**src/dfpu_pkg.sv**
```systemverilog
// shared types, codes and constants of the double floating-point unit
// no dependencies
package dfpu_pkg;

  localparam int FW = 51;   // working significand width, hidden bit at the top
  localparam int EW = 15;   // signed working exponent width

  localparam logic [1:0] OP_ADD = 2'd0;
  localparam logic [1:0] OP_MUL = 2'd1;
  localparam logic [1:0] OP_DIV = 2'd2;
  localparam logic [1:0] OP_CMP = 2'd3;

  localparam logic [1:0] T_ZRO = 2'd0;
  localparam logic [1:0] T_INF = 2'd1;
  localparam logic [1:0] T_NAN = 2'd2;
  localparam logic [1:0] T_NUM = 2'd3;

  localparam logic [1:0] CMP_LT = 2'd0;
  localparam logic [1:0] CMP_EQ = 2'd1;
  localparam logic [1:0] CMP_GT = 2'd2;
  localparam logic [1:0] CMP_UN = 2'd3;

  localparam logic [2:0] KIND_DONE = 3'd0;
  localparam logic [2:0] KIND_PACK = 3'd1;
  localparam logic [2:0] KIND_ADD  = 3'd2;
  localparam logic [2:0] KIND_MUL  = 3'd3;
  localparam logic [2:0] KIND_DIV  = 3'd4;

  localparam logic signed [EW-1:0] MUL_BIAS = 15'sd2045;
  localparam logic signed [EW-1:0] DIV_BIAS = 15'sd4093;
  localparam logic signed [EW-1:0] EXP_MAX  = 15'sd4093;
  localparam logic signed [EW-1:0] SUB_MIN  = -15'sd50;
  localparam logic signed [EW-1:0] ALIGN_MAX = 15'sd60;

  localparam logic [11:0] EXP_ALL  = 12'hFFF;
  localparam logic [59:0] MAG_INF  = 60'hFFF_0000_0000_0000;
  localparam logic [59:0] MAG_QNAN = 60'hFFF_8000_0000_0000;
  localparam int          QBIT     = 49;

  localparam logic [5:0] STEP_LAST = 6'd50;

  typedef struct packed {
    logic [1:0]  req_type;
    logic [62:0] operand_a;
    logic [62:0] operand_b;
  } req_t;

  typedef struct packed {
    logic [62:0] result_value;
    logic [1:0]  compare_outcome;
    logic        overflow_raised;
  } rsp_t;

  typedef struct packed {
    logic load;
    logic norm;
    logic setup;
    logic align;
    logic addsub;
    logic lnorm;
    logic mstep;
    logic dstep;
    logic fix;
    logic pack;
    logic emit;
  } cmd_t;

  typedef struct packed {
    logic       norm_done;
    logic       lnorm_done;
    logic [2:0] kind;
  } sts_t;

endpackage

```
**src/dfpu_if.sv**
```systemverilog
// request and response channel interfaces
// depends on dfpu_pkg
interface dfpu_req_if import dfpu_pkg::*; ();
  logic valid;
  logic ready;
  req_t payload;
  modport source (output valid, output payload, input ready);
  modport sink (input valid, input payload, output ready);
endinterface

interface dfpu_rsp_if import dfpu_pkg::*; ();
  logic valid;
  logic ready;
  rsp_t payload;
  modport source (output valid, output payload, input ready);
  modport sink (input valid, input payload, output ready);
endinterface

```
**src/dfpu_dp.sv**
```systemverilog
// datapath: operand unpack, add/mul/div iteration, rounding and result registers
// depends on dfpu_pkg
module dfpu_dp import dfpu_pkg::*; (
  input  logic        clk,
  input  req_t        req_in,
  input  cmd_t        cmd,
  output sts_t        sts,
  output rsp_t        rsp_out
);

  function automatic logic [1:0] kind_of(logic [62:0] x);
    logic [11:0] ee;
    logic [47:0] fr;
    ee = x[61:50];
    fr = {x[49:32], x[29:0]};
    if (ee == 12'd0) return (fr == '0) ? T_ZRO : T_NUM;
    if (ee == EXP_ALL) return (fr == '0) ? T_INF : T_NAN;
    return T_NUM;
  endfunction

  function automatic logic [62:0] enc(logic s, logic [59:0] mag);
    return {s, mag[59:30], 1'b0, s, mag[29:0]};
  endfunction

  logic [1:0]           op;
  logic [62:0]          a_raw, b_raw;
  logic                 ys, zs, xs, sub;
  logic [1:0]           yt, zt;
  logic [FW-1:0]        yf, zf, pf;
  logic signed [EW-1:0] ye, ze, xe, pe;
  logic [54:0]          acc;
  logic [51:0]          q;
  logic                 stk;
  logic [62:0]          fin_val;
  logic [1:0]           fin_cmp;
  logic                 fin_ov;

  // setup decision
  logic [2:0]  sp_kind;
  logic [62:0] sp_val;
  logic [1:0]  sp_cmp;
  logic        sp_ov;
  logic        pick_z, swap, y_less, div_ge;
  logic [FW-1:0] div_rem0;

  always_comb begin
    sp_kind = KIND_DONE;
    sp_val  = '0;
    sp_cmp  = CMP_LT;
    sp_ov   = 1'b0;
    pick_z  = (yt == T_ZRO);
    y_less  = (ye < ze) || (ye == ze && yf < zf);
    swap    = y_less;
    div_ge  = (yf >= zf);
    div_rem0 = div_ge ? (yf - zf) : yf;
    if (op != OP_CMP && (yt == T_NAN || zt == T_NAN)) begin
      if (zt == T_NAN) begin
        sp_ov  = (yt == T_NAN && !a_raw[QBIT]) || !b_raw[QBIT];
        sp_val = b_raw | (63'd1 << QBIT);
      end else begin
        sp_ov  = !a_raw[QBIT];
        sp_val = a_raw | (63'd1 << QBIT);
      end
    end else begin
      case (op)
        OP_ADD: begin
          if ((yt == T_ZRO && zt == T_NUM) || (yt == T_NUM && zt == T_ZRO)) begin
            sp_kind = KIND_PACK;
          end else if (yt == T_INF && zt == T_INF && ys != zs) begin
            sp_ov  = 1'b1;
            sp_val = enc(zs, MAG_QNAN);
          end else if (zt == T_INF) begin
            sp_val = enc(zs, MAG_INF);
          end else if (yt == T_INF) begin
            sp_val = enc(ys, MAG_INF);
          end else if (yt == T_ZRO) begin
            sp_val = enc(ys && zs, '0);
          end else if (ye == ze && yf == zf && ys != zs) begin
            sp_val = '0;
          end else begin
            sp_kind = KIND_ADD;
          end
        end
        OP_MUL: begin
          if ((yt == T_ZRO && zt == T_INF) || (yt == T_INF && zt == T_ZRO)) begin
            sp_val = enc(ys ^ zs, MAG_QNAN);
          end else if (yt == T_INF || zt == T_INF) begin
            sp_val = enc(ys ^ zs, MAG_INF);
          end else if (yt == T_ZRO || zt == T_ZRO) begin
            sp_val = enc(ys ^ zs, '0);
          end else begin
            sp_kind = KIND_MUL;
          end
        end
        OP_DIV: begin
          if ((yt == T_ZRO && zt == T_ZRO) || (yt == T_INF && zt == T_INF)) begin
            sp_val = enc(ys ^ zs, MAG_QNAN);
          end else if (yt == T_ZRO || zt == T_INF) begin
            sp_val = enc(ys ^ zs, '0);
          end else if (yt == T_INF || zt == T_ZRO) begin
            sp_ov  = (yt == T_NUM);
            sp_val = enc(ys ^ zs, MAG_INF);
          end else begin
            sp_kind = KIND_DIV;
          end
        end
        default: begin
          if (yt == T_NAN || zt == T_NAN) sp_cmp = CMP_UN;
          else if (yt == T_ZRO && zt == T_ZRO) sp_cmp = CMP_EQ;
          else if (yt == T_ZRO) sp_cmp = zs ? CMP_GT : CMP_LT;
          else if (zt == T_ZRO) sp_cmp = ys ? CMP_LT : CMP_GT;
          else if (ys != zs) sp_cmp = ys ? CMP_LT : CMP_GT;
          else if (yt == T_INF && zt == T_INF) sp_cmp = CMP_EQ;
          else if (yt == T_INF) sp_cmp = ys ? CMP_LT : CMP_GT;
          else if (zt == T_INF) sp_cmp = zs ? CMP_GT : CMP_LT;
          else if (ye == ze && yf == zf) sp_cmp = CMP_EQ;
          else sp_cmp = (ys != y_less) ? CMP_LT : CMP_GT;
        end
      endcase
    end
  end

  // alignment of the smaller addend
  logic signed [EW-1:0] al_d;
  logic [5:0]           al_sh;
  logic [53:0]          al_z, al_shr;
  always_comb begin
    al_d   = ye - ze;
    al_sh  = al_d[5:0];
    al_z   = {zf, 3'b000};
    al_shr = al_z >> al_sh;
  end

  // add or subtract
  logic [54:0] as_r;
  assign as_r = sub ? ({1'b0, yf, 3'b000} - acc) : ({1'b0, yf, 3'b000} + acc);

  // multiply step and divide step
  logic [51:0] ms_sum, ds_r2;
  logic        ds_ge;
  assign ms_sum = {1'b0, acc[50:0]} + (zf[0] ? {1'b0, yf} : 52'd0);
  assign ds_r2  = {acc[50:0], 1'b0};
  assign ds_ge  = ds_r2 >= {1'b0, zf};

  // rounding and packing
  logic [FW-1:0] pk_o;
  logic [11:0]   pk_e;
  logic [5:0]    pk_sh;
  logic [FW-1:0] pk_shr;
  logic [51:0]   pk_rnd;
  logic [60:0]   pk_mag;
  logic signed [EW-1:0] pk_neg;
  always_comb begin
    pk_neg = -pe;
    pk_sh  = pk_neg[5:0];
    pk_shr = pf >> pk_sh;
    if (pe > EXP_MAX) begin
      pk_o = '0;
      pk_e = EXP_ALL;
    end else if (pe < 15'sd0) begin
      pk_e = '0;
      if (pe < SUB_MIN) pk_o = FW'(1);
      else pk_o = pk_shr | FW'((pk_shr << pk_sh) != pf);
    end else begin
      pk_o = pf;
      pk_e = pe[11:0];
    end
    pk_rnd = {1'b0, pk_o} + (pk_o[2] ? 52'd2 : 52'd1);
    pk_mag = {1'b0, pk_e, 48'd0} + {11'd0, pk_rnd[51:2]};
  end

  assign sts.norm_done  = (yf == '0 || yf[FW-1]) && (zf == '0 || zf[FW-1]);
  assign sts.lnorm_done = (acc == '0) || acc[53];
  assign sts.kind       = sp_kind;

  always_ff @(posedge clk) begin
    if (cmd.load) begin
      op    <= req_in.req_type;
      a_raw <= req_in.operand_a;
      b_raw <= req_in.operand_b;
      ys    <= req_in.operand_a[62];
      zs    <= req_in.operand_b[62];
      yt    <= kind_of(req_in.operand_a);
      zt    <= kind_of(req_in.operand_b);
      yf    <= {req_in.operand_a[61:50] != 12'd0, req_in.operand_a[49:32],
                req_in.operand_a[29:0], 2'b00};
      zf    <= {req_in.operand_b[61:50] != 12'd0, req_in.operand_b[49:32],
                req_in.operand_b[29:0], 2'b00};
      ye    <= (req_in.operand_a[61:50] != 12'd0) ?
               $signed({3'b000, req_in.operand_a[61:50] - 12'd1}) : '0;
      ze    <= (req_in.operand_b[61:50] != 12'd0) ?
               $signed({3'b000, req_in.operand_b[61:50] - 12'd1}) : '0;
    end
    if (cmd.norm) begin
      if (yf != '0 && !yf[FW-1]) begin
        yf <= yf << 1;
        ye <= ye - 15'sd1;
      end
      if (zf != '0 && !zf[FW-1]) begin
        zf <= zf << 1;
        ze <= ze - 15'sd1;
      end
    end
    if (cmd.setup) begin
      fin_val <= sp_val;
      fin_cmp <= sp_cmp;
      fin_ov  <= sp_ov;
      stk     <= 1'b0;
      sub     <= ys != zs;
      case (sp_kind)
        KIND_PACK: begin
          pf <= pick_z ? zf : yf;
          pe <= pick_z ? ze : ye;
          xs <= pick_z ? zs : ys;
        end
        KIND_ADD: begin
          if (swap) begin
            yf <= zf;
            zf <= yf;
            ye <= ze;
            ze <= ye;
          end
          xs <= swap ? zs : ys;
          xe <= swap ? ze : ye;
        end
        KIND_MUL: begin
          acc <= '0;
          xs  <= ys ^ zs;
          xe  <= ye + ze - MUL_BIAS;
        end
        KIND_DIV: begin
          acc <= {4'd0, div_rem0};
          q   <= {51'd0, div_ge};
          xs  <= ys ^ zs;
          xe  <= ye - ze + DIV_BIAS;
        end
        default: ;
      endcase
    end
    if (cmd.align) begin
      if (al_d >= ALIGN_MAX) acc <= 55'd1;
      else acc <= {1'b0, al_shr | 54'((al_shr << al_sh) != al_z)};
    end
    if (cmd.addsub) begin
      if (as_r[54]) begin
        acc <= {1'b0, as_r[54:1]} | {54'd0, as_r[0]};
        xe  <= xe + 15'sd1;
      end else begin
        acc <= as_r;
      end
    end
    if (cmd.lnorm) begin
      if (acc != '0 && !acc[53]) begin
        acc <= acc << 1;
        xe  <= xe - 15'sd1;
      end
    end
    if (cmd.mstep) begin
      acc <= {4'd0, ms_sum[51:1]};
      stk <= stk | ms_sum[0];
      zf  <= zf >> 1;
    end
    if (cmd.dstep) begin
      acc <= {3'd0, ds_ge ? (ds_r2 - {1'b0, zf}) : ds_r2};
      q   <= {q[50:0], ds_ge};
    end
    if (cmd.fix) begin
      case (op)
        OP_MUL: begin
          if (acc[50]) begin
            pf <= acc[50:0] | FW'(stk);
            pe <= xe;
          end else begin
            pf <= {acc[49:0], 1'b0} | FW'(stk);
            pe <= xe - 15'sd1;
          end
        end
        OP_DIV: begin
          if (q[51]) begin
            pf <= q[51:1] | FW'((acc[51:0] != '0) || q[0]);
            pe <= xe + 15'sd1;
          end else begin
            pf <= q[50:0] | FW'(acc[51:0] != '0);
            pe <= xe;
          end
        end
        default: begin
          pf <= acc[53:3] | FW'(acc[2:0] != 3'd0);
          pe <= xe;
        end
      endcase
    end
    if (cmd.pack) begin
      fin_val <= enc(xs, pk_mag[59:0]);
      fin_cmp <= CMP_LT;
      fin_ov  <= pk_mag >= {1'b0, EXP_ALL, 48'd0};
    end
    if (cmd.emit) begin
      rsp_out.result_value    <= fin_val;
      rsp_out.compare_outcome <= fin_cmp;
      rsp_out.overflow_raised <= fin_ov;
    end
  end

endmodule

```
**src/dfpu_ctrl.sv**
```systemverilog
// controller: sequences the datapath through one operation and owns the handshakes
// depends on dfpu_pkg
module dfpu_ctrl import dfpu_pkg::*; (
  input  logic clk,
  input  logic rst,
  input  logic in_valid,
  output logic in_ready,
  output logic out_valid,
  input  logic out_ready,
  input  sts_t sts,
  output cmd_t cmd
);

  localparam logic [3:0] S_IDLE   = 4'd0;
  localparam logic [3:0] S_NORM   = 4'd1;
  localparam logic [3:0] S_SETUP  = 4'd2;
  localparam logic [3:0] S_ALIGN  = 4'd3;
  localparam logic [3:0] S_ADDSUB = 4'd4;
  localparam logic [3:0] S_LNORM  = 4'd5;
  localparam logic [3:0] S_MSTEP  = 4'd6;
  localparam logic [3:0] S_DSTEP  = 4'd7;
  localparam logic [3:0] S_FIX    = 4'd8;
  localparam logic [3:0] S_PACK   = 4'd9;
  localparam logic [3:0] S_DONE   = 4'd10;

  logic [3:0] state, state_next;
  logic [5:0] cnt, cnt_next;
  logic       out_free;

  assign in_ready = (state == S_IDLE);
  assign out_free = !out_valid || out_ready;

  always_comb begin
    state_next = state;
    cnt_next   = cnt;
    cmd        = '0;
    unique case (state)
      S_IDLE: begin
        if (in_valid) begin
          cmd.load   = 1'b1;
          state_next = S_NORM;
        end
      end
      S_NORM: begin
        cmd.norm = 1'b1;
        if (sts.norm_done) state_next = S_SETUP;
      end
      S_SETUP: begin
        cmd.setup = 1'b1;
        cnt_next  = '0;
        unique case (sts.kind)
          KIND_PACK: state_next = S_PACK;
          KIND_ADD:  state_next = S_ALIGN;
          KIND_MUL:  state_next = S_MSTEP;
          KIND_DIV:  state_next = S_DSTEP;
          default:   state_next = S_DONE;
        endcase
      end
      S_ALIGN: begin
        cmd.align  = 1'b1;
        state_next = S_ADDSUB;
      end
      S_ADDSUB: begin
        cmd.addsub = 1'b1;
        state_next = S_LNORM;
      end
      S_LNORM: begin
        cmd.lnorm = 1'b1;
        if (sts.lnorm_done) state_next = S_FIX;
      end
      S_MSTEP: begin
        cmd.mstep = 1'b1;
        cnt_next  = cnt + 6'd1;
        if (cnt == STEP_LAST) state_next = S_FIX;
      end
      S_DSTEP: begin
        cmd.dstep = 1'b1;
        cnt_next  = cnt + 6'd1;
        if (cnt == STEP_LAST) state_next = S_FIX;
      end
      S_FIX: begin
        cmd.fix    = 1'b1;
        state_next = S_PACK;
      end
      S_PACK: begin
        cmd.pack   = 1'b1;
        state_next = S_DONE;
      end
      S_DONE: begin
        if (out_free) begin
          cmd.emit   = 1'b1;
          state_next = S_IDLE;
        end
      end
      default: state_next = S_IDLE;
    endcase
  end

  always_ff @(posedge clk) begin
    if (rst) begin
      state     <= S_IDLE;
      cnt       <= '0;
      out_valid <= 1'b0;
    end else begin
      state <= state_next;
      cnt   <= cnt_next;
      if (cmd.emit) out_valid <= 1'b1;
      else if (out_ready) out_valid <= 1'b0;
    end
  end

endmodule

```
**src/mix_double_float_arith_unit.sv**
```systemverilog
// channel    dir  payload
// req        in   req_type, operand_a, operand_b
// rsp        out  result_value, compare_outcome, overflow_raised
//
// one operation at a time: accept, operand normalize (repeated for subnormals), setup,
// then nothing more for special operands and compare, pack for zero plus number,
// align, add, left normalize, fix and pack for add, and the 51-step shift-add and
// restoring loops, fix and pack for multiply and divide, then the output register
// rst is synchronous and clears the controller and the output valid
// a held result does not block the next request; the block waits only if a new
// result is ready while the output register is still full
// depends on dfpu_pkg, dfpu_if, dfpu_ctrl, dfpu_dp
module mix_double_float_arith_unit import dfpu_pkg::*; (
  input  logic clk,
  input  logic rst,
  dfpu_req_if.sink   req,
  dfpu_rsp_if.source rsp
);

  cmd_t cmd;
  sts_t sts;
  rsp_t rsp_reg;

  dfpu_ctrl u_ctrl (
    .clk       (clk),
    .rst       (rst),
    .in_valid  (req.valid),
    .in_ready  (req.ready),
    .out_valid (rsp.valid),
    .out_ready (rsp.ready),
    .sts       (sts),
    .cmd       (cmd)
  );

  dfpu_dp u_dp (
    .clk     (clk),
    .req_in  (req.payload),
    .cmd     (cmd),
    .sts     (sts),
    .rsp_out (rsp_reg)
  );

  assign rsp.payload = rsp_reg;

  a_busy_after_accept: assert property (@(posedge clk) disable iff (rst)
    req.valid && req.ready |=> !req.ready)
    else $error("request accepted while an operation is in progress");

  a_cmp_clean: assert property (@(posedge clk) disable iff (rst)
    rsp.valid && rsp.payload.compare_outcome != CMP_LT |->
      rsp.payload.result_value == '0 && !rsp.payload.overflow_raised)
    else $error("compare result carries a value or overflow");

  a_rst_quiet: assert property (@(posedge clk) disable iff (rst)
    $past(rst) |-> !rsp.valid)
    else $error("response valid right after reset");

endmodule

```
**src/flat_wrapper.sv**
```systemverilog
// flat-port wrapper written by rule: the top's interface ports become plain ports
module mix_double_float_arith_unit_flat import dfpu_pkg::*;
  (clk, rst, req_valid, req_payload, req_ready, rsp_valid, rsp_payload, rsp_ready);
  dfpu_req_if req_i ();
  dfpu_rsp_if rsp_i ();
  input  logic clk;
  input  logic rst;
  input wire logic [$bits(req_i.valid)-1:0] req_valid;
  input wire logic [$bits(req_i.payload)-1:0] req_payload;
  output wire logic [$bits(req_i.ready)-1:0] req_ready;
  output wire logic [$bits(rsp_i.valid)-1:0] rsp_valid;
  output wire logic [$bits(rsp_i.payload)-1:0] rsp_payload;
  input wire logic [$bits(rsp_i.ready)-1:0] rsp_ready;
  assign req_i.valid = req_valid;
  assign req_i.payload = req_payload;
  assign req_ready = req_i.ready;
  assign rsp_valid = rsp_i.valid;
  assign rsp_payload = rsp_i.payload;
  assign rsp_i.ready = rsp_ready;
  mix_double_float_arith_unit u_core (.clk(clk), .rst(rst), .req(req_i), .rsp(rsp_i));
endmodule
```
**config.mk**
```make
export PLATFORM = sky130hd
export DESIGN_NAME = mix_double_float_arith_unit_flat
export DESIGN_NICKNAME = d
export VERILOG_FILES = /design/src/dfpu_pkg.sv /design/src/dfpu_if.sv /design/src/dfpu_dp.sv /design/src/dfpu_ctrl.sv /design/src/mix_double_float_arith_unit.sv /design/src/flat_wrapper.sv
export SDC_FILE = /design/constraint.sdc
export NUM_CORES = 2
export LEC_CHECK = 0
export BUFFER_PORTS_ARGS = -buffer_cell sky130_fd_sc_hd__buf_2
export CAP_MARGIN = 20
export CORE_UTILIZATION = 25
export CTS_CLUSTER_SIZE = 28
export DETAILED_ROUTE_END_ITERATION = 10
export HOLD_SLACK_MARGIN = 0.03
export MAX_ROUTING_LAYER = met4
export PLACE_DENSITY = 0.4
export SYNTH_ARGS = -nofsm -noshare
export SYNTH_HDL_FRONTEND = slang
export SYNTH_SLANG_ARGS = --single-unit
export TNS_END_PERCENT = 50
```
**constraint.sdc**
```tcl
create_clock -name clk -period 8.35 [get_ports clk]
set_input_delay 0.835 -clock clk [delete_from_list [all_inputs] [get_ports clk]]
set_output_delay 0.835 -clock clk [all_outputs]
set_load 0.01 [all_outputs]
```
==> metrics.md, run 1 <==
| Metric | Value |
|---|---|
| Initial antenna violation count | `87` |
| Cell Rows | `186` |
| Largest net degree at the start of global routing | `126` |
| Synth area leader | `edfxtp_1` |
| Post-synth EDFFs | `382` |
| Dpl hpwl | `about 370000 µm` |
| Placed insts | `between 10000 and 15000` |
| Starting density of the core | `about a quarter` |
| Longest Clk Path Bufs | `3` |
| IO Count | `200` |
| Synth top area cells | `edfxtp_1 (18%), dfxtp_1 (6.7%), ha_1 (6.3%)` |
| Synthesized area | `64600 µm²` |
| Num CTS Buffers | `85` |
| Sequential-to-total area share from yosys stat | `24.5%` |
| Post-CTS Setup Bufs | `0` |
| Async SR Flop Fraction | `0%` |
| Global-route wire length before repair | `between 600000 and 700000 µm` |
| Die H | `510 µm` |
| Failing step | `5_2_route` |
| GPL Wtd Cong | `around 1.1` |
| Vias in the first global route | `68463` |
| Top-count cell post-synth | `nand2_1` |
| Status | `did not finish` |
| Synthesized net count | `8660` |
| Syn avg cell area | `7.88 µm²` |
| Cells after Synth | `approximately 8200` |
| FF+latch count, synth | `between 500 and 600` |
| Gr usage total | `a little over a third` |
| Synth Warn # | `0` |
| Post-synth top area share | `17.8%` |
| PortBufs | `199` |
| Post-cts sizing count | `0` |
| Cell variety after synth | `approximately 120` |
| Gr ovfl total | `0` |
| Post-CTS Hold Buffers | `0` |
| Post-synth top flop | `edfxtp_1` |
| Clock root buffer | `clkbuf_16` |
| Synth top cells by count | `nand2_1 (883), a21oi_1 (758), nor2_1 (630)` |
| Die W | `510 µm` |
| Error msg | `[ERROR DRT-0255] Maze Route cannot find path of net req_payload[16] in worker of routeBox ( 483000 289800 ) ( 510290 338100 ).` |
| Clock Sinks | `598` |
| H-tree depth | `3` |
-- layer usage --
metal  global-route usage (%)
met4                     14.0
met2                     50.9
met5                        -
met1                     46.7
met3                     9.75
-- cell families after synthesis --
| logic type | Yosys count | share of synthesized area, % |
|---|---|---|
| buf+inv | 955 | 5.86 |
| flops | 598 | 24.5 |
| compound gates | 2899 | 29.8 |
| fa+ha+maj | 330 | 6.47 |
| xor+xnor | 291 | 3.98 |
| simple gates | 2643 | 19.2 |
| mux | 482 | 10.2 |
-- stage by stage --
stage / setup WS [ns] / hold slack (ns) / area, µm²
after detailed placement: 0.693 / 0.405 / 71700
after global routing: 0.185 / 0.240 / 74800
after floorplan: 0.0151 / 0.400 / 64600
after CTS: 0.667 / 0.210 / 74700
after global placement: 0.638 / 0.402 / 71700
==> run 2: changes to the inputs <==
--- a/config.mk
+++ b/config.mk
@@ -7,12 +7,9 @@
 export LEC_CHECK = 0
 export BUFFER_PORTS_ARGS = -buffer_cell sky130_fd_sc_hd__buf_2
 export CAP_MARGIN = 20
-export CORE_UTILIZATION = 25
-export CTS_CLUSTER_SIZE = 28
+export CORE_UTILIZATION = 20
 export DETAILED_ROUTE_END_ITERATION = 10
-export HOLD_SLACK_MARGIN = 0.03
-export MAX_ROUTING_LAYER = met4
-export PLACE_DENSITY = 0.4
+export PLACE_DENSITY_LB_ADDON = 0.15
 export SYNTH_ARGS = -nofsm -noshare
 export SYNTH_HDL_FRONTEND = slang
 export SYNTH_SLANG_ARGS = --single-unit
==> constraint.sdc (replaced) <==
create_clock -name clk -period 10.86 [get_ports clk]
set_input_delay 1.086 -clock clk [delete_from_list [all_inputs] [get_ports clk]]
set_output_delay 1.086 -clock clk [all_outputs]
set_load 0.01 [all_outputs]
==> metrics.md, run 2 <==
| Metric | Value |
|---|---|
| Die H | `between 500 and 600 µm` |
| Initial antenna violation count | `73` |
| Clock Sinks | `598` |
| Longest Clk Path Bufs | `3` |
| Clock root buffer | `clkbuf_16` |
| Worst Path Class, Setup | `reg -> reg` |
| Dpl hpwl | `381000 µm` |
| Final Hold Viols | `0` |
| Pins Over Slew Limit | `0` |
| Gr usage total | `28.6%` |
| Final ANT Viol Nets | `0` |
| Gr ovfl total | `0` |
| Vias in the first global route | `about 70000` |
| Layout Skew | `around 0.07 ns` |
| Core area | `between 300000 and 400000 µm²` |
| Worst path slowest cell | `a2111oi_1` |
| Synth top area cells | `edfxtp_1 (18%), dfxtp_1 (6.7%), ha_1 (6.3%)` |
| Critical Path Fanout Max | `66` |
| Status | `finished, final reports clean` |
| Die ar. | `325000 µm²` |
| Clock period minus worst slack | `approximately 9 ns` |
| Hold Path Class | `reg -> reg` |
| Setup TNS | `0 ns` |
| Synthesized net count | `8660` |
| Critical Path RT | `11.45 ns` |
| Vias per cell | `roughly 6` |
| Synth top cells by count | `nand2_1 (883), a21oi_1 (758), nor2_1 (630)` |
| Post-synth top flop | `edfxtp_1` |
| R2R depth | `36` |
| PortBufs | `199` |
| Async SR Flop Fraction | `0%` |
| Post-CTS Setup Bufs | `0` |
| Startpoint Class | `register` |
| Reg-to-reg startpoint | `u_core.u_dp.pe[1]$_DFFE_PP_` |
| Max-Cap Viols | `0` |
| FF+latch count, synth | `598` |
| Worst-Margin Slew | `1.27 ns` |
| Hold path startpoint | `u_core.u_dp.fin_val[29]$_DFFE_PP_` |
| Cell Rows | `208` |
| Clock transition at path regs | `0.06 ns` |
| DR vias | `73810` |
| Cells after Synth | `between 8000 and 9000` |
| Hold path depth | `0` |
| Num CTS Buffers | `80` |
| Post-Route WL | `483000 µm` |
| Post-cts sizing count | `0` |
| Synth area leader | `edfxtp_1` |
| Setup Viol. Count Final | `0` |
| Syn avg cell area | `approximately 7.9 µm²` |
| # DRC | `0` |
| Reg with most FFs | `u_core.u_dp.rsp_out` |
| Max FFs per register | `66` |
| Post-synth top area share | `between 10% and 20%` |
| CTS tree | `done` |
| Global-route wire length before repair | `643000 µm` |
| Layout cells sized above 1 | `12.7%` |
| Layout area overhead | `15.0%` |
| Drt wl/cell | `38.5 µm` |
| Clk_lat worst skew | `0.79 ns` |
| Post-synth EDFFs | `382` |
| Period Utilization, post-route | `84.5%` |
| Highest-count cells in the layout ignoring fill and taps | `nand2_1 (873), a21oi_1 (755), nor2_1 (619)` |
| IO Count | `200` |
| Starting density of the core | `20.1%` |
| Post-CTS Hold Buffers | `0` |
| H-tree depth | `3` |
| Iter 0 DRT Violations | `9895` |
| RSZ-0062 raised after global routing | `false` |
| Slew headroom | `~14%` |
| Top-count cell post-synth | `nand2_1` |
| Largest net degree at the start of global routing | `between 100 and 150` |
| Achievable Freq | `approximately 110 MHz` |
| CP dominant cell by count | `buf_4` |
| Most common cell after layout, fill and taps aside | `nand2_1` |
| Crit. Startpoint | `u_core.u_dp.pe[1]$_DFFE_PP_` |
| Die W | `570 µm` |
| Cell variety after synth | `119` |
| GPL Wtd Cong | `1.01` |
| Max incr delay on CP | `0.91 ns` |
| Element type at the critical path end | `register` |
| Synth Warn # | `0` |
| Crit path DAT | `9.77 ns` |
| Sequential-to-total area share from yosys stat | `between 20% and 30%` |
| Layout Nets | `8634` |
| Synthesized area | `64600 µm²` |
| Drt pass-1 iters | `8` |
run 2: cell counts after synthesis:
No cell type changed its count.
run 2: routing by layer:
layer | vias up | share of wire (%) | track usage [%]
met5 | - | 0.025 | 0.0595
met4 | 18 | 5.1 | 12.7
met3 | 750 | 8.5 | 5.84
met2 | 4106 | 43 | 43.1
met1 | 37857 | 44 | 39.2
li1 | 31079 | - | -
run 2: layout make-up:
cell class,count,area (µm²)
Sequential cell,598,15800
Inverter,303,1140
Tap cell,4305,5390
Multi-Input combinational cell,6645,45500
Clock inverter,52,552
Antenna cell,23,57.6
Clock buffer,97,2120
Timing Repair Buffer,544,3770
Fill cell,35506,247000
run 2: path summary, 6_finish.rpt:
kind / slack [ns] / endpoint
worst max-delay path: 1.69 / u_core.u_dp.fin_ov$_DFFE_PP_
worst min-delay path: 0.42 / u_core.u_dp.rsp_out[32]$_DFFE_PP_
worst max register to register: 1.69 / u_core.u_dp.fin_ov$_DFFE_PP_
worst min register to register: 0.42 / u_core.u_dp.rsp_out[32]$_DFFE_PP_
run 2: cell families after synthesis:
family | share of synthesized area (%)
xor gates and xnor gates | 3.98
DFF | 24.5
AOI/OAI and AO/OA | 29.8
buffers and inverters | 5.86
adders and majority gates | 6.47
muxes | 10.2
and+or+nand+nor | 19.2
run 2: critical path: cells and delay by family, from the launching register on:
kind | cells | cell delay (ns)
muxes | 3 | 1.03
xor gates and xnor gates | 1 | 0.28
adders and majority gates | 4 | 1.39
AOI/OAI and AO/OA | 7 | 1.86
DFF | 1 | 0.70
and+or+nand+nor | 14 | 2.14
buffers and inverters | 7 | 1.56
run 2: per-stage QoR:
stage	setup slack, ns	utilization, %	hold slack [ns]	instances	area, µm²
after CTS	1.83	23.1	0.418	12542	74200
after floorplan	2.23	-	0.400	8198	64600
final	1.69	23.1	0.419	12567	74300
after detailed placement	1.91	22.3	0.405	12393	71500
after global routing	1.19	23.1	0.422	12550	74200
after global placement	1.83	22.3	0.401	12388	71500
Power of run 2 is not shown: default switching activity piles up to over one toggle a cycle in this logic, so the estimate is an artifact.
